[config.mk]
export PLATFORM = sky130hd
export DESIGN_NAME = detector_event_frame_deframer_top
export DESIGN_NICKNAME = d
export VERILOG_FILES = /design/src/rtl/core/evdfr_pkg.sv /design/src/rtl/core/evdfr_core.sv /design/src/rtl/core/detector_event_frame_deframer_top.sv
export SDC_FILE = /design/constraint.sdc
export NUM_CORES = 1
export LEC_CHECK = 0
export ABC_AREA = 0
export ABC_CLOCK_PERIOD_IN_PS = 22600
export BUFFER_PORTS_ARGS = -buffer_cell sky130_fd_sc_hd__buf_4
export CORE_AREA = 2 2 225 227
export CTS_CLUSTER_DIAMETER = 30
export DETAILED_ROUTE_END_ITERATION = 8
export DIE_AREA = 0 0 227 229
export GPL_ROUTABILITY_DRIVEN = 1
export GPL_TIMING_DRIVEN = 0
export PLACE_DENSITY = 0.4
export SLEW_MARGIN = 20
export SYNTH_ARGS = -nofsm -noshare
export SYNTH_HDL_FRONTEND = slang
export SYNTH_HIERARCHICAL = 1
export SYNTH_SLANG_ARGS = --single-unit
[constraint.sdc]
create_clock -name clk -period 22.6 [get_ports clk]
set_input_delay 2.26 -clock clk [delete_from_list [all_inputs] [get_ports clk]]
set_output_delay 2.26 -clock clk [all_outputs]
set_load 0.01 [all_outputs]
[src/rtl/core/evdfr_pkg.sv]
// ----------------------------------------------------------------------------
// evdfr_pkg
// Shared types and constants of the detector event frame deframer.
// ----------------------------------------------------------------------------
package evdfr_pkg;

  // frame words are repacked to this width
  localparam int FRAME_W = 40;
  localparam int HELD_W  = 6;

  // header, trailer and frame header patterns
  localparam logic [27:0] EVT_HDR_PATTERN = 28'hC3A3C3A;
  localparam logic [5:0]  EVT_TRL_PATTERN = 6'hB;
  localparam logic [15:0] FRM_HDR_PATTERN = 16'h3C5C;

  typedef enum logic [2:0] {
    KIND_HEADER  = 3'd0,
    KIND_HIT     = 3'd1,
    KIND_TRAILER = 3'd2,
    KIND_BAD_HDR = 3'd3,
    KIND_BAD_TRL = 3'd4
  } kind_t;

  typedef enum logic [1:0] {
    PH_FIRST  = 2'd0,
    PH_SECOND = 2'd1,
    PH_BODY   = 2'd2,
    PH_SKIP   = 2'd3
  } phase_t;

  typedef struct packed {
    kind_t       kind;
    logic [7:0]  chip_index;
    logic [7:0]  l1_count;
    logic [1:0]  early_amp;
    logic [3:0]  column;
    logic [3:0]  row;
    logic [9:0]  arrival_time;
    logic [8:0]  over_threshold;
    logic [9:0]  calibration;
    logic [3:0]  chip_mask;
    logic [31:0] event_info;
  } result_t;

endpackage

[src/rtl/core/evdfr_core.sv]
// ----------------------------------------------------------------------------
// evdfr_core
// Event parser: header check, body repacking into 40-bit frame words,
// frame word classification and trailer check. One word per cycle while take is high.
// ----------------------------------------------------------------------------
module evdfr_core
  import evdfr_pkg::*;
(
  input  logic        clk,
  input  logic        rst,
  input  logic        take,
  input  logic [31:0] word,
  input  logic        last,
  output logic        res_valid,
  output result_t     res
);

  phase_t              phase, phase_next;
  logic [FRAME_W-1:0]  bit_store, bit_store_next;
  logic [HELD_W-1:0]   bits_held, bits_held_next;
  logic [7:0]          latched_l1, latched_l1_next;
  logic [7:0]          chip_counter, chip_counter_next;
  logic [3:0]          held_mask, held_mask_next;

  // repacking datapath
  logic [HELD_W-1:0]         need;
  logic [HELD_W-1:0]         rest_wide;
  logic [4:0]                rest;
  logic [FRAME_W+31:0]       shifted;
  logic [FRAME_W-1:0]        full;
  logic [31:0]               keep;
  logic                      completes;
  logic                      is_frm_hdr;
  logic                      is_hit;
  logic                      hdr_ok;
  logic                      trl_ok;

  assign need      = HELD_W'(FRAME_W) - bits_held;
  assign rest_wide = bits_held - HELD_W'(8);
  assign rest      = rest_wide[4:0];
  assign shifted   = {32'b0, bit_store} << need;
  assign full      = shifted[FRAME_W-1:0] | {8'b0, (word >> rest)};
  assign keep      = word & ((32'h1 << rest) - 32'h1);
  assign completes = (bits_held >= HELD_W'(8));
  assign is_frm_hdr = (full[39:24] == FRM_HDR_PATTERN);
  assign is_hit     = full[39];
  assign hdr_ok     = (word[31:4] == EVT_HDR_PATTERN);
  assign trl_ok     = (word[31:26] == EVT_TRL_PATTERN);

  // next state
  always_comb begin
    phase_next        = phase;
    bit_store_next    = bit_store;
    bits_held_next    = bits_held;
    latched_l1_next   = latched_l1;
    chip_counter_next = chip_counter;
    held_mask_next    = held_mask;
    unique case (phase)
      PH_FIRST: begin
        if (!hdr_ok) begin
          phase_next = last ? PH_FIRST : PH_SKIP;
        end else begin
          held_mask_next    = word[3:0];
          bit_store_next    = '0;
          bits_held_next    = '0;
          latched_l1_next   = '0;
          chip_counter_next = '0;
          phase_next        = last ? PH_FIRST : PH_SECOND;
        end
      end
      PH_SECOND: begin
        phase_next = last ? PH_FIRST : PH_BODY;
      end
      PH_BODY: begin
        if (last) begin
          phase_next = PH_FIRST;
        end else if (completes) begin
          bit_store_next = {8'b0, keep};
          bits_held_next = rest_wide;
          if (is_frm_hdr) begin
            latched_l1_next = full[21:14];
          end else if (!is_hit) begin
            chip_counter_next = chip_counter + 8'd1;
          end
        end else begin
          bit_store_next = {bit_store[7:0], word};
          bits_held_next = bits_held + HELD_W'(32);
        end
      end
      PH_SKIP: begin
        if (last) phase_next = PH_FIRST;
      end
      default: phase_next = PH_FIRST;
    endcase
  end

  // result word
  always_comb begin
    res_valid = 1'b0;
    res       = '0;
    res.kind  = KIND_HEADER;
    unique case (phase)
      PH_FIRST: begin
        if (!hdr_ok) begin
          res_valid = 1'b1;
          res.kind  = KIND_BAD_HDR;
        end else if (last) begin
          res_valid = 1'b1;
          res.kind  = KIND_BAD_TRL;
        end
      end
      PH_SECOND: begin
        res_valid = 1'b1;
        if (last) begin
          res.kind = KIND_BAD_TRL;
        end else begin
          res.kind       = KIND_HEADER;
          res.chip_index = chip_counter;
          res.l1_count   = latched_l1;
          res.chip_mask  = held_mask;
          res.event_info = word;
        end
      end
      PH_BODY: begin
        if (last) begin
          res_valid = 1'b1;
          if (trl_ok) begin
            res.kind       = KIND_TRAILER;
            res.chip_index = chip_counter;
            res.l1_count   = latched_l1;
            res.chip_mask  = held_mask;
            res.event_info = word;
          end else begin
            res.kind = KIND_BAD_TRL;
          end
        end else if (completes && !is_frm_hdr && is_hit) begin
          res_valid          = 1'b1;
          res.kind           = KIND_HIT;
          res.chip_index     = chip_counter;
          res.l1_count       = latched_l1;
          res.chip_mask      = held_mask;
          res.early_amp      = full[38:37];
          res.column         = full[36:33];
          res.row            = full[32:29];
          res.arrival_time   = full[28:19];
          res.over_threshold = full[18:10];
          res.calibration    = full[9:0];
        end
      end
      PH_SKIP: begin
        res_valid = 1'b0;
      end
      default: res_valid = 1'b0;
    endcase
  end

  // state registers
  always_ff @(posedge clk) begin
    if (rst) begin
      phase        <= PH_FIRST;
      bit_store    <= '0;
      bits_held    <= '0;
      latched_l1   <= '0;
      chip_counter <= '0;
      held_mask    <= '0;
    end else if (take) begin
      phase        <= phase_next;
      bit_store    <= bit_store_next;
      bits_held    <= bits_held_next;
      latched_l1   <= latched_l1_next;
      chip_counter <= chip_counter_next;
      held_mask    <= held_mask_next;
    end
  end

endmodule

[src/rtl/core/detector_event_frame_deframer_top.sv]
// ----------------------------------------------------------------------------
// detector_event_frame_deframer_top
// Deframes detector events into header, hit and trailer results.
// ----------------------------------------------------------------------------
//  channel  | direction | handshake            | payload
//  input    | in        | in_valid / in_ready  | word, last
//  output   | out       | out_valid / out_ready| result_kind .. event_info
//
//  one input word per cycle while in_ready is high; a result is registered
//  in the output register once its word is accepted, or in the skid
//  register first while the output stalls. a two-entry output buffer
//  (output register plus skid register) keeps input flowing through an output
//  stall until the skid register fills; in_ready drops only while it holds a word.
//  rst is synchronous and returns the parser to expecting an event header.
// ----------------------------------------------------------------------------
module detector_event_frame_deframer_top
  import evdfr_pkg::*;
(
  input  logic        clk,
  input  logic        rst,
  input  logic        in_valid,
  output logic        in_ready,
  input  logic [31:0] word,
  input  logic        last,
  output logic        out_valid,
  input  logic        out_ready,
  output logic [2:0]  result_kind,
  output logic [7:0]  chip_index,
  output logic [7:0]  l1_count,
  output logic [1:0]  early_amp,
  output logic [3:0]  column,
  output logic [3:0]  row,
  output logic [9:0]  arrival_time,
  output logic [8:0]  over_threshold,
  output logic [9:0]  calibration,
  output logic [3:0]  chip_mask,
  output logic [31:0] event_info
);

  logic    take;
  logic    res_valid;
  result_t res;
  logic    o_valid, s_valid;
  result_t o_res, s_res;
  logic    push;

  assign in_ready = !s_valid;
  assign take     = in_valid && in_ready;
  assign push     = take && res_valid;

  evdfr_core u_core (
    .clk       (clk),
    .rst       (rst),
    .take      (take),
    .word      (word),
    .last      (last),
    .res_valid (res_valid),
    .res       (res)
  );

  // output register and skid register
  always_ff @(posedge clk) begin
    if (rst) begin
      o_valid <= 1'b0;
      s_valid <= 1'b0;
    end else if (!o_valid || out_ready) begin
      if (s_valid) begin
        o_valid <= 1'b1;
        s_valid <= 1'b0;
      end else begin
        o_valid <= push;
      end
    end else if (push) begin
      s_valid <= 1'b1;
    end
  end

  always_ff @(posedge clk) begin
    if (!o_valid || out_ready) begin
      if (s_valid) begin
        o_res <= s_res;
      end else if (push) begin
        o_res <= res;
      end
    end else if (push) begin
      s_res <= res;
    end
  end

  assign out_valid      = o_valid;
  assign result_kind    = o_res.kind;
  assign chip_index     = o_res.chip_index;
  assign l1_count       = o_res.l1_count;
  assign early_amp      = o_res.early_amp;
  assign column         = o_res.column;
  assign row            = o_res.row;
  assign arrival_time   = o_res.arrival_time;
  assign over_threshold = o_res.over_threshold;
  assign calibration    = o_res.calibration;
  assign chip_mask      = o_res.chip_mask;
  assign event_info     = o_res.event_info;

  // skid register only fills behind a full output register
  a_skid_behind_out : assert property (@(posedge clk) disable iff (rst)
    s_valid |-> o_valid)
    else $error("skid register holds a word while output register is empty");

  // error results carry no event context
  a_err_fields_zero : assert property (@(posedge clk) disable iff (rst)
    out_valid && (result_kind == KIND_BAD_HDR || result_kind == KIND_BAD_TRL)
      |-> (chip_index == 8'd0 && l1_count == 8'd0 && chip_mask == 4'd0
           && event_info == 32'd0))
    else $error("error result carries nonzero context fields");

  // hit fields only on hit results
  a_hit_fields_zero : assert property (@(posedge clk) disable iff (rst)
    out_valid && result_kind != KIND_HIT
      |-> (early_amp == 2'd0 && column == 4'd0 && row == 4'd0
           && arrival_time == 10'd0 && over_threshold == 9'd0
           && calibration == 10'd0))
    else $error("non-hit result carries hit fields");

endmodule
# After elaboration in Yosys (flattened, before gate mapping)
# Index checks and enable logic that the tools add are counted.
# op_classes
n_mux,48
n_shift,3
reduce_logical,20
n_addsub,5
eq_ne,13
order_cmp,1
n_div,0
n_mul,0
bitwise,3
# ops
op,n
94-bit two-way mux,2
40-bit two-way mux,3
40-bit one-hot mux with 2 select lines,1
39-bit two-way mux,2
36-bit two-way mux,2
36-bit one-hot mux with 2 select lines,1
8-bit two-way mux,8
60-bit two-way mux,1
40-bit by 32-bit OR with 40-bit output,1
40-bit by 6-bit left shift with 40-bit output,1
32-bit bitwise AND,1
16-bit two-way mux,2
32-bit two-way mux,1
16-bit one-hot mux with 2 select lines,1
8-bit one-hot mux with 2 select lines,2
"1-bit by 5-bit left shift with 32-bit output, first input constant",1
32-bit by 5-bit >> shifter with 32-bit output,1
"32-bit by 1-bit subtractor with 32-bit output, second input constant",1
"28-bit == test, second input constant",1
19-bit two-way mux,1
6-bit two-way mux,3
"16-bit by 14-bit == test with 1-bit output, second input constant",1
6-bit one-hot mux with 2 select lines,1
3-bit two-way mux,3
other kinds (28),51
# totals
rom_bits,0
latchBits,0
register_bits,258
output_inout_bits,96
ramBits,0
n_memories,0
wordCells,123

# Logic depth before layout (Yosys ltp)
# Gate-level depths: netlist of run 1.
# depth
word_depth,13
mapped_depth,15
ltp_nobuf,10

# Modules after synthesis
# Netlist of run 1, hierarchy kept.
# modules_own_cells
mod,instances,area_each_um2,cells_each,seq_area_each_um2
detector_event_frame_deframer_top,1,6986.7,304,5685.5
evdfr_core,1,5245.0,688,1301.2

# Least setup slack after synthesis of run 1
# No wires, ideal clock.
# synth_timing
path_type,input to register
startpoint,input port word[30]
endpoint,"register o_res, in the netlist arrival_time[0] (enable)"
t_arrival_ps,7024
path_stages,7
path_slack_ps,15029
setup_time_ps,547
n_path_buf,1
required_time_ps,22053
cell_sequence,clkbuf_1 -> and4b_1 -> nand4_1 -> nor3_1 -> a21oi_1 -> a21oi_2 -> nor2_1
# synth_between
elab_chain_len,12
elab_cells_between_ends,14
# synth_rtl
element,line_no,source
from (decl),detector_event_frame_deframer_top.sv:23,"input logic [31:0] word,"
32-bit by 5-bit >> shifter with 32-bit output,evdfr_core.sv:42,"assign full = shifted[FRAME_W-1:0] | {8'b0, (word >> rest)};"
40-bit by 32-bit OR with 40-bit output,evdfr_core.sv:42,
16-bit by 14-bit == test with 1-bit output,evdfr_core.sv:45,assign is_frm_hdr = (full[39:24] == FRM_HDR_PATTERN);
1-bit zero test,evdfr_core.sv:136,end else if (completes && !is_frm_hdr && is_hit) begin
1-bit logical AND (2 in a row),evdfr_core.sv:136,
1-bit two-way mux,evdfr_core.sv:136,
1-bit two-way mux,evdfr_core.sv:125,if (last) begin
1-bit one-hot mux with 4 select lines (*),evdfr_core.sv:102,unique case (phase)
via res_valid,detector_event_frame_deframer_top.sv:41,logic res_valid;
1-bit logical AND (*),detector_event_frame_deframer_top.sv:49,assign push = take && res_valid;
2-bit nonzero test (no line) (*),-,
2-bit AND reduction (no line) (*),-,
to (signal assigned),detector_event_frame_deframer_top.sv:81,o_res <= s_res;
to (signal assigned),detector_event_frame_deframer_top.sv:83,o_res <= res;
to (decl),detector_event_frame_deframer_top.sv:44,"result_t o_res, s_res;"
# Mark *: on every way through the listed nets, which the timed path passes. The rest lies on a longest branch.
# A chain may end at the register's enable or synchronous reset.

# Worst setup path in the final report of run 1
# layout_timing
startpoint,input port word[30]
endpoint,"register o_res, in the netlist event_info[14] (enable)"
# Same word-level chain as after synthesis.

==> results_dict.tcl, run 1 <==
set metrics [dict create \
    hpwl_mm 29.3 \
    cts_made_buffers 73 \
    period_share_pct 22.5 \
    area_delta_synth_final_pct 36.7 \
    slew_headroom_pct 36.9 \
    portBuffers 131 \
    r2r_slack_ns 17.60 \
    met2WireLength_mm 19.0 \
    endpoint_kind "register" \
    place_ws_ns 17.11 \
    maxCapViolations 0 \
    worst_slew_pin_slew_ns 0.946 \
    grt_pass1_wl_mm 60.7 \
    wl_per_cell_um 21.2 \
    cts_setup_buffers 0 \
    syn_nets 1042 \
    grt.total_usage_pct 15.8 \
    synth-edff-count 188 \
    fin_worst_skew_ns 0.0183 \
    drc 0 \
    fin_setup_tns_ns 0 \
    min_path_type "register to register" \
    wl_met1_mm 18.3 \
    period_needed_ns 5.08 \
    grt.overflow.total 0 \
    dieArea_um2 52000 \
    grt_max_degree 50 \
    ys_async_sr_fraction_pct 0 \
    hold_start "u_core/bit_store[32]$_SDFFE_PP0P_" \
    clkSlewWorstSetupHoldPaths_ns 0.04 \
    cellPowerDensity_nw_per_um2 100 \
    fin_ws_ns 17.52 \
    cts_htree_levels 3 \
    fp.dieW_um 227 \
    wl_mm 41.1 \
    setup_viol 0 \
    cts_max_path_buffers 3 \
    cp_max_fo 25 \
    synth_cells 992 \
    leakagePower_nw 6.01 \
    routed-via-count 8973 \
    drt-vias-per-instance 4.64 \
    final_cell_mix "edfxtp_1, buf_4, a21oi_1, mux2_2, nand2_1" \
    dr.pass1.iters 6 \
    rsz0062_at_grt "no" \
    rr_endpoint "event_info[14]$_DFFE_PP_" \
    final_nets 1253 \
    worstHoldPathCells 2 \
    synth-seq-cells 255 \
    row_count 82 \
    gp_congestion 0.874 \
    grt_pass1_vias 9111 \
    vdd_drop_max_mv 0.0569 \
    cp.arrival_ns 5.39 \
    io_pins 133 \
    drt-initial-drc-count 708 \
    criticalPathCategory "input port to register" \
    antennaDiodeCount 0 \
    synth_ff_type "edfxtp_1" \
    cts_resized 0 \
    initial_core_util_pct 24.6 \
    clkLatencyLatePin_ns 0.58 \
    status "finished clean" \
    maxSlewViolCount 0 \
    syn_area_um2 12200 \
    layout_commonest_cell "edfxtp_1" \
    worst_r2r_path_depth 17 \
    drive_gt1_share_pct 32.6 \
    crit-reg2reg-launch "u_core/bits_held[3]$_SDFFE_PP0P_" \
    fp.dieH_um 229 \
    top_layer_used "met4" \
    core_area_um2 49700 \
    ys_warn_count 6 \
    synth_cell_type_count 69 \
    fmax_mhz 197 \
    hold_buffers 0 \
    ant_nets 0 \
    route.met3.wl_mm 2.58 \
    hold_viol_final 0 \
    crit_required_ns 22.91 \
    worst_setup_path_start_kind "input port" \
    cts_root_buffer "clkbuf_16" \
    cts_tree "yes" \
    final_util_pct 33.7 \
    antenna_found_initial 3 \
    min_to "u_core/bit_store[32]$_SDFFE_PP0P_" \
    cts.sinks 255 \
    synth-seq-area-share_pct 57.1 \
    syn_area_per_cell_um2 12.3 \
]
## through the flow
stage                     total power, mW  instances  cell area, um2  hold slack [ns]
after floorplan                     0.582        992           12200            0.429
after global placement              0.638       1795           14100            0.437
after detailed placement            0.639       1800           14200            0.444
after CTS                            1.70       1933           16700            0.450
after global routing                 1.73       1933           16700            0.466
final                                1.68       1933           16700            0.448
## where the power goes
group          internal [mW]  switching [mW]  total [mW]
logic                 0.0375          0.0600      0.0976
registers              0.525         0.00686       0.532
clock network          0.746           0.303        1.05
total                   1.31           0.370        1.68
## worst max path at each step
stage	start	end	slack [ns]	depth (start not counted)
CTS	u_core/bits_held[3]$_SDFFE_PP0P_	event_info[6]$_DFFE_PP_	17.61	17
global route	u_core/bits_held[3]$_SDFFE_PP0P_	event_info[14]$_DFFE_PP_	17.31	17
detailed placement	word[30]	calibration[9]$_DFFE_PP_	17.11	10
floorplan	word[30]	arrival_time[0]$_DFFE_PP_	15.03	7
finish	word[30]	event_info[14]$_DFFE_PP_	17.52	10
global placement	word[30]	calibration[9]$_DFFE_PP_	11.86	7
## critical path, stage by stage
cell and delay, ns:
clkbuf_1 0.68, and4b_1 0.34, nand4_1 0.26, nor3_1 0.55
a21oi_1 0.26, a21oi_2 0.29, nor2_4 0.16, buf_16 0.20
buf_16 0.17, buf_12 0.17
## state kept, by name, summed over array words and instances, names as in the netlist
name	flops
u_core/latched_l1	8
result_kind	3
early_amp	2
l1_count	8
u_core/phase	2
u_core/bits_held	3
event_info	32
u_core/held_mask	4
chip_mask	4
chip_index	8
u_core/chip_counter	8
row	4
column	4
out_valid	1
arrival_time	10
u_core/bit_store	40
s_res	94
over_threshold	9
s_valid	1
calibration	10
## cell type report
cell class / instances / area, um2
multi-input cells: 653 / 4850
plain buffers: 68 / 354
clock buffers: 80 / 1890
inverters: 16 / 60.1
well taps: 672 / 841
clock inverters: 53 / 636
flip-flops and latches: 255 / 6990
repair buffers: 136 / 1110
fillers: 5039 / 32900
## Yosys cell counts, drive strengths merged, types with 12 or more instances
cell / number / share of area [%]
dfxtp: 67 / 11
nand2: 75 / 2.3
mux4: 14 / 2.6
buf: 30 / 1.7
mux2: 105 / 11
mux2i: 38 / 3.1
edfxtp: 188 / 46
nor2: 58 / 1.8
nand3: 57 / 2.3
o21ai: 30 / 1.2
clkbuf: 38 / 1.2
and2: 51 / 2.6
ha: 12 / 1.2
a21oi: 88 / 3.7
inv: 15 / 0.46
## logic make-up (layout without fill, tap and decap cells)
family / count (synthesis) / in the layout / synth area share, %
simple gates: 306 / 306 / 12.7
flops: 255 / 255 / 57.1
compound gates: 176 / 176 / 9.11
mux: 157 / 157 / 16.2
buf+inv: 84 / 353 / 3.39
fa+ha+maj: 13 / 13 / 1.39
xor+xnor: 1 / 1 / 0.0716
## metal layers
| metal | global-route usage, % | vias up |
|---|---|---|
| met5 | 0 | - |
| met2 | 24.6 | 312 |
| met1 | 21.5 | 4394 |
| li1 | - | 4187 |
| met4 | 6.07 | 0 |
| met3 | 3.35 | 80 |
Note: power is estimated with default switching activity, not from simulation.
==> run 2, diff against run 1 <==
--- a/config.mk
+++ b/config.mk
@@ -6,7 +6,7 @@
 export NUM_CORES = 1
 export LEC_CHECK = 0
 export ABC_AREA = 0
-export ABC_CLOCK_PERIOD_IN_PS = 22600
+export ABC_CLOCK_PERIOD_IN_PS = 4400
 export BUFFER_PORTS_ARGS = -buffer_cell sky130_fd_sc_hd__buf_4
 export CORE_AREA = 2 2 225 227
 export CTS_CLUSTER_DIAMETER = 30
@@ -14,7 +14,7 @@
 export DIE_AREA = 0 0 227 229
 export GPL_ROUTABILITY_DRIVEN = 1
 export GPL_TIMING_DRIVEN = 0
-export PLACE_DENSITY = 0.4
+export PLACE_DENSITY = 0.42
 export SLEW_MARGIN = 20
 export SYNTH_ARGS = -nofsm -noshare
 export SYNTH_HDL_FRONTEND = slang
==> constraint.sdc (replaced) <==
create_clock -name clk -period 4.4 [get_ports clk]
set_input_delay 0.44 -clock clk [delete_from_list [all_inputs] [get_ports clk]]
set_output_delay 0.44 -clock clk [all_outputs]
set_load 0.01 [all_outputs]
==> run 2 against run 1 <==
Effect of this change:
- global-route usage grew 0.50 points
- final cell count grew 0.16%
- clock skew grew 0.0061 ns
- combinational power grew to 5.3 times the previous value
- sequential power grew to 5.1 times the previous value
- largest cell class unchanged
- clock power grew to 5.0 times the previous value
- first-iteration DRC count shrank 13%
- routed wire length grew 3.1%
- die area is the same
- non-clock buffer count grew 3
- power grew to 5.1 times the previous value
- register-to-register slack lost 17 ns
==> results_dict.tcl, run 2 (same netlist as run 1, synthesis figures left out) <==
set metrics [dict create \
    worst_slew_pin_slew_ns 0.897 \
    core_area_um2 49700 \
    rsz0062_at_grt "no" \
    path_depth 12 \
    fmax_mhz 243 \
    io_pins 133 \
    cts_max_path_buffers 3 \
    grt.total_usage_pct 16.3 \
    clkSlewWorstSetupHoldPaths_ns 0.04 \
    worst_r2r_path_depth 12 \
    place_area_um2 14200 \
    power.share.sequential_pct 32.1 \
    criticalPathCategory "register to register" \
    combPwrFrac_pct 6.1 \
    min_path_type "input port to register" \
    leakagePower_nw 6.01 \
    grt_pass1_wl_mm 61.9 \
    hold_buffers 0 \
    setup_viol 0 \
    slew_headroom_pct 40.2 \
    fp.dieH_um 229 \
    maxCapViolations 0 \
    portBuffers 131 \
    dr.pass1.iters 5 \
    status "finished clean" \
    final_util_pct 33.7 \
    grt_pass1_vias 9215 \
    endpoint_kind "register" \
    grt_max_degree 49 \
    ant_nets 0 \
    drt-initial-drc-count 619 \
    clkLatencyLatePin_ns 0.58 \
    cts_tree "yes" \
    largest_reg_flops 94 \
    row_count 82 \
    worstHoldPathCells 2 \
    drt-vias-per-instance 4.73 \
    cts_made_buffers 72 \
    max_flop_register "s_res" \
    crit_required_ns 4.71 \
    slowest_delay_ns 0.59 \
    fp.dieW_um 227 \
    cp_cell_sequence "buf_6, buf_4, buf_6, inv_1, ha_1, o21a_1, nor2_1, nor2_2, clkbuf_2, a222oi_1, nor2_1, mux2_2" \
    hold_viol_final 0 \
    cp_num_buf_inv 5 \
    worst_setup_path_start_kind "register" \
    vdd_drop_max_mv 0.244 \
    cts_root_buffer "clkbuf_16" \
    cts_htree_levels 3 \
    power.switching_mw 1.88 \
    cp_top_family "buffers and inverters" \
    dieArea_um2 52000 \
    drc 0 \
    period_needed_ns 4.12 \
    period_share_pct 93.6 \
    cp.arrival_ns 4.43 \
    area_delta_synth_final_pct 36.9 \
    grt.overflow.total 0 \
    stdcell_area_um2 16700 \
    fin_worst_skew_ns 0.0244 \
    wl_mm 42.3 \
    routed-via-count 9148 \
    antenna_found_initial 1 \
    cp_slowest_cell "nor2_1" \
    clockPowerShare_pct 61.8 \
    wl_per_cell_um 21.9 \
    drive_gt1_share_pct 33.4 \
    hpwl_mm 28.9 \
    layout_commonest_cell "edfxtp_1" \
    maxSlewViolCount 0 \
    holdWs_ns 0.0704 \
    gp_congestion 0.868 \
    swShare_pct 22.1 \
    cellPowerDensity_nw_per_um2 508 \
    final_cell_mix "edfxtp_1, buf_4, a21oi_1, mux2_2, clkbuf_16" \
    initial_core_util_pct 24.6 \
    p_int_mw 6.62 \
    cts.sinks 255 \
    cp_max_fo 10 \
    final_nets 1257 \
    total_power_mw 8.50 \
]
run 2: cell count changes in the layout (fill, tap and decap cells not counted), moves of 3 or more:
cell | previous run | this run
clkbuf_1 | 42 | 48
inv_6 | 3 | 6
clkbuf_8 | 2 | 7
bufinv_16 | 13 | 9
clkinv_2 | 15 | 11
clkinv_1 | 14 | 6
run 2: layout make-up:
| cell class | instances | area [um2] |
|---|---|---|
| Inverter | 16 | 60.1 |
| Clock inverter | 36 | 443 |
| Antenna cell | 2 | 5.00 |
| Clock buffer | 93 | 2010 |
| Multi-Input combinational cell | 655 | 4900 |
| Timing Repair Buffer | 139 | 1130 |
| Buffer | 68 | 362 |
| Tap cell | 672 | 841 |
| Fill cell | 5015 | 32900 |
| Sequential cell | 255 | 6990 |
run 2: final timing paths:
| kind | slack [ns] | end | startpoint |
|---|---|---|---|
| min reg2reg | 0.45 | u_core/bit_store[35]$_SDFFE_PP0P_ | u_core/bit_store[35]$_SDFFE_PP0P_ |
| max reg2reg | 0.28 | over_threshold[3]$_DFFE_PP_ | u_core/bits_held[3]$_SDFFE_PP0P_ |
| min | 0.07 | out_valid$_SDFFE_PP0P_ | rst |
| max | 0.28 | over_threshold[3]$_DFFE_PP_ | u_core/bits_held[3]$_SDFFE_PP0P_ |
run 2: layer usage:
metal  global-route usage (%)  wire length (um)  share of wire (%)  up-vias
li1                         -                 -                  -     4187
met1                     21.7             18800                 44     4551
met2                     25.3             19600                 46      334
met3                     3.98              2870                6.8       76
met4                     6.78              1120                2.7        0
met5                        0                 0                  0        -
run 2: worst register-to-register path: stages (launching register included):
cell and delay, ns:
dfxtp_2 0.40, buf_6 0.19, buf_4 0.22, buf_6 0.19, inv_1 0.16, ha_1 0.34, o21a_1 0.29, nor2_1 0.59
nor2_2 0.24, clkbuf_2 0.29, a222oi_1 0.50, nor2_1 0.14, mux2_2 0.29
run 2: power by group through the flow:
stage | Clock (mW) | Combinational, mW | Sequential (mW)
2_1_floorplan | 0 | 0.171 | 2.81
3_3_place_gp | 0 | 0.481 | 2.78
3_5_place_dp | 0 | 0.506 | 2.77
4_1_cts | 5.37 | 0.524 | 2.73
5_1_grt | 5.49 | 0.553 | 2.74
6_report | 5.25 | 0.515 | 2.73
run 2: what timing repair did:
item                       in CTS  in global routing
setup endpoints to repair      95                133
setup buffers                   3                  0
resized for setup               1                  7
pin swaps                       2                  0
gates cloned                    2                  0
run 2: stage by stage:
step	TNS, ns	cells	worst slack (ns)
2_1_floorplan	0	992	0.0665
3_3_place_gp	-248.55	1795	-1.57
3_5_place_dp	-7.35	1800	-0.130
4_1_cts	0	1934	0.0136
5_1_grt	0	1934	0.0232
6_report	0	1936	0.281
==> run 3, diff against run 2 <==
--- a/config.mk
+++ b/config.mk
@@ -6,15 +6,14 @@
 export NUM_CORES = 1
 export LEC_CHECK = 0
 export ABC_AREA = 0
-export ABC_CLOCK_PERIOD_IN_PS = 4400
 export BUFFER_PORTS_ARGS = -buffer_cell sky130_fd_sc_hd__buf_4
-export CORE_AREA = 2 2 225 227
+export CORE_AREA = 2 2 173 141
 export CTS_CLUSTER_DIAMETER = 30
 export DETAILED_ROUTE_END_ITERATION = 8
-export DIE_AREA = 0 0 227 229
+export DIE_AREA = 0 0 175 143
 export GPL_ROUTABILITY_DRIVEN = 1
 export GPL_TIMING_DRIVEN = 0
-export PLACE_DENSITY = 0.42
+export PLACE_DENSITY = 0.76
 export SLEW_MARGIN = 20
 export SYNTH_ARGS = -nofsm -noshare
 export SYNTH_HDL_FRONTEND = slang
==> run 3 against run 2 <==
Effect of this change:
- sequential power barely moved
- setup slack got worse by 0.059 ns
- core utilization rose by 33 points
- flip-flop and latch count did not move
- power fell by 19%
- register-to-register slack got worse by 0.06 ns
- sequential share of layout area rose by 3.7 points
- routed wire length fell by 17%
- global-route usage rose by 12 points
- critical path depth rose by 4
==> results_dict.tcl, run 3 (same netlist as run 1, synthesis figures left out) <==
set metrics [dict create \
    layout_commonest_cell "edfxtp_1" \
    period_needed_ns 4.18 \
    wl_per_cell_um 23.0 \
    gp_congestion 1.05 \
    dieArea_um2 25000 \
    vdd_drop_max_mv 0.292 \
    dr.pass1.iters 5 \
    cts_max_path_buffers 3 \
    worstHoldPathCells 2 \
    min_path_type "input port to register" \
    rsz0062_at_grt "no" \
    grt_pass1_wl_mm 53.6 \
    final_cell_mix "edfxtp_1, buf_4, a21oi_1, mux2_2, nand2_1" \
    largest_reg_flops 94 \
    drc 0 \
    maxSlewViolCount 0 \
    crit_required_ns 4.62 \
    drt-initial-drc-count 1351 \
    fp.dieH_um 143 \
    leakagePower_nw 5.57 \
    antenna_found_initial 0 \
    drive_gt1_share_pct 30.9 \
    criticalPathCategory "register to register" \
    total_power_mw 6.89 \
    swShare_pct 21.8 \
    final_util_pct 66.3 \
    slew_headroom_pct 45.0 \
    cts_htree_levels 2 \
    final_nets 1229 \
    worst_r2r_path_depth 16 \
    hpwl_mm 24.3 \
    initial_core_util_pct 52.7 \
    routed-via-count 9305 \
    p_int_mw 5.39 \
    max_flop_register "s_res" \
    maxCapViolations 0 \
    cp_max_fo 29 \
    stdcell_count 1527 \
    hold_start "rst" \
    crit-reg2reg-launch "u_core/bits_held[3]$_SDFFE_PP0P_" \
    endpoint_kind "register" \
    status "finished clean" \
    clkLatencyLatePin_ns 0.53 \
    core_area_um2 23200 \
    cts_made_buffers 45 \
    grt.overflow.total 0 \
    worst_setup_path_start_kind "register" \
    rr_endpoint "column[0]$_DFFE_PP_" \
    grt_max_degree 59 \
    clockPowerShare_pct 53.5 \
    register_area_um2 6990 \
    fin_ws_ns 0.223 \
    area_delta_synth_final_pct 25.9 \
    cts_root_buffer "clkbuf_16" \
    antennaDiodeCount 0 \
    fill_cells 1732 \
    fin_worst_skew_ns 0.0192 \
    fp.dieW_um 175 \
    clkSlewWorstSetupHoldPaths_ns 0.05 \
    r2r_slack_ns 0.22 \
    dp.cells 1439 \
    worst_slew_pin_slew_ns 0.825 \
    drt-vias-per-instance 6.09 \
    cp.arrival_ns 4.39 \
    io_pins 133 \
    grt_pass1_vias 9113 \
    hold_viol_final 0 \
    min_to "out_valid$_SDFFE_PP0P_" \
    combPwrFrac_pct 6.9 \
    ant_nets 0 \
    cts_tree "yes" \
    fmax_mhz 239 \
    cellPowerDensity_nw_per_um2 447 \
    multi_input_area_um2 4870 \
    wl_mm 35.2 \
    cts.sinks 255 \
    setup_viol 0 \
    portBuffers 131 \
    grt.total_usage_pct 28.2 \
    place_ws_ns 0.0379 \
    power.switching_mw 1.50 \
    period_share_pct 94.9 \
    power.share.sequential_pct 39.5 \
    row_count 50 \
]
run 3: worst max-delay path by stage:
stage	startpoint	end	slack, ns	cells after the start
after floorplan	u_core/bits_held[3]$_SDFFE_PP0P_	arrival_time[0]$_DFFE_PP_	0.07	14
after global placement	u_core/bits_held[3]$_SDFFE_PP0P_	column[1]$_DFFE_PP_	-1.10	14
after detailed placement	u_core/bits_held[3]$_SDFFE_PP0P_	column[1]$_DFFE_PP_	0.04	16
after CTS	u_core/bits_held[3]$_SDFFE_PP0P_	s_res[67]$_DFFE_PP_	0.09	14
after global routing	u_core/bits_held[3]$_SDFFE_PP0P_	arrival_time[7]$_DFFE_PP_	0.02	16
final	u_core/bits_held[3]$_SDFFE_PP0P_	column[0]$_DFFE_PP_	0.22	16
run 3: layout make-up:
| cell class | count | area share [%] |
|---|---|---|
| flip-flops and latches | 255 | 45.4 |
| inverters | 16 | 0.390 |
| repair buffers | 139 | 7.15 |
| clock buffers | 57 | 7.94 |
| multi-input cells | 654 | 31.6 |
| plain buffers | 68 | 2.34 |
| well taps | 312 | 2.54 |
| clock inverters | 26 | 2.64 |
run 3: metrics by stage:
step | instance area (um2) | hold slack [ns] | setup TNS (ns)
detailed placement | 13700 | 0.447 | 0
global placement | 13600 | 0.440 | -175.59
global route | 15400 | 0.0937 | 0
finish | 15400 | 0.0950 | 0
floorplan | 12300 | 0.429 | 0
CTS | 15400 | 0.0883 | 0
run 3: critical path: stages, from the launching register on:
cell	delay, ns
dfxtp_2	0.39
buf_6	0.20
buf_4	0.22
buf_6	0.18
inv_1	0.16
ha_1	0.35
or3_4	0.38
buf_6	0.15
nand2_2	0.20
a21o_1	0.29
a21oi_1	0.13
o21a_1	0.20
a21oi_2	0.22
a21oi_2	0.13
nor2_4	0.18
buf_12	0.22
buf_12	0.21
run 3: power groups by stage:
| stage | Clock, mW | Sequential, mW | Combinational [mW] |
|---|---|---|---|
| 6_report | 3.69 | 2.72 | 0.479 |
| 3_3_place_gp | 0 | 2.77 | 0.437 |
| 3_5_place_dp | 0 | 2.77 | 0.460 |
| 5_1_grt | 3.84 | 2.73 | 0.508 |
| 4_1_cts | 3.72 | 2.72 | 0.473 |
| 2_1_floorplan | 0 | 2.81 | 0.171 |
run 3: repair_timing:
item                       in CTS  in global routing
setup endpoints to repair      47                112
pin swaps                       2                  0
gates cloned                    1                  0
hold buffers                    0                  0
setup buffers                   3                  1
resized for setup               0                  1
run 3: metal layers:
layer	wire length (um)	GRT usage, %	vias up	share of wire (%)
li1	-	-	4108	-
met1	14800	40.0	4528	42
met2	15300	42.3	563	43
met3	3850	6.92	106	11
met4	1230	10.2	0	3.5
met5	0	0	-	0
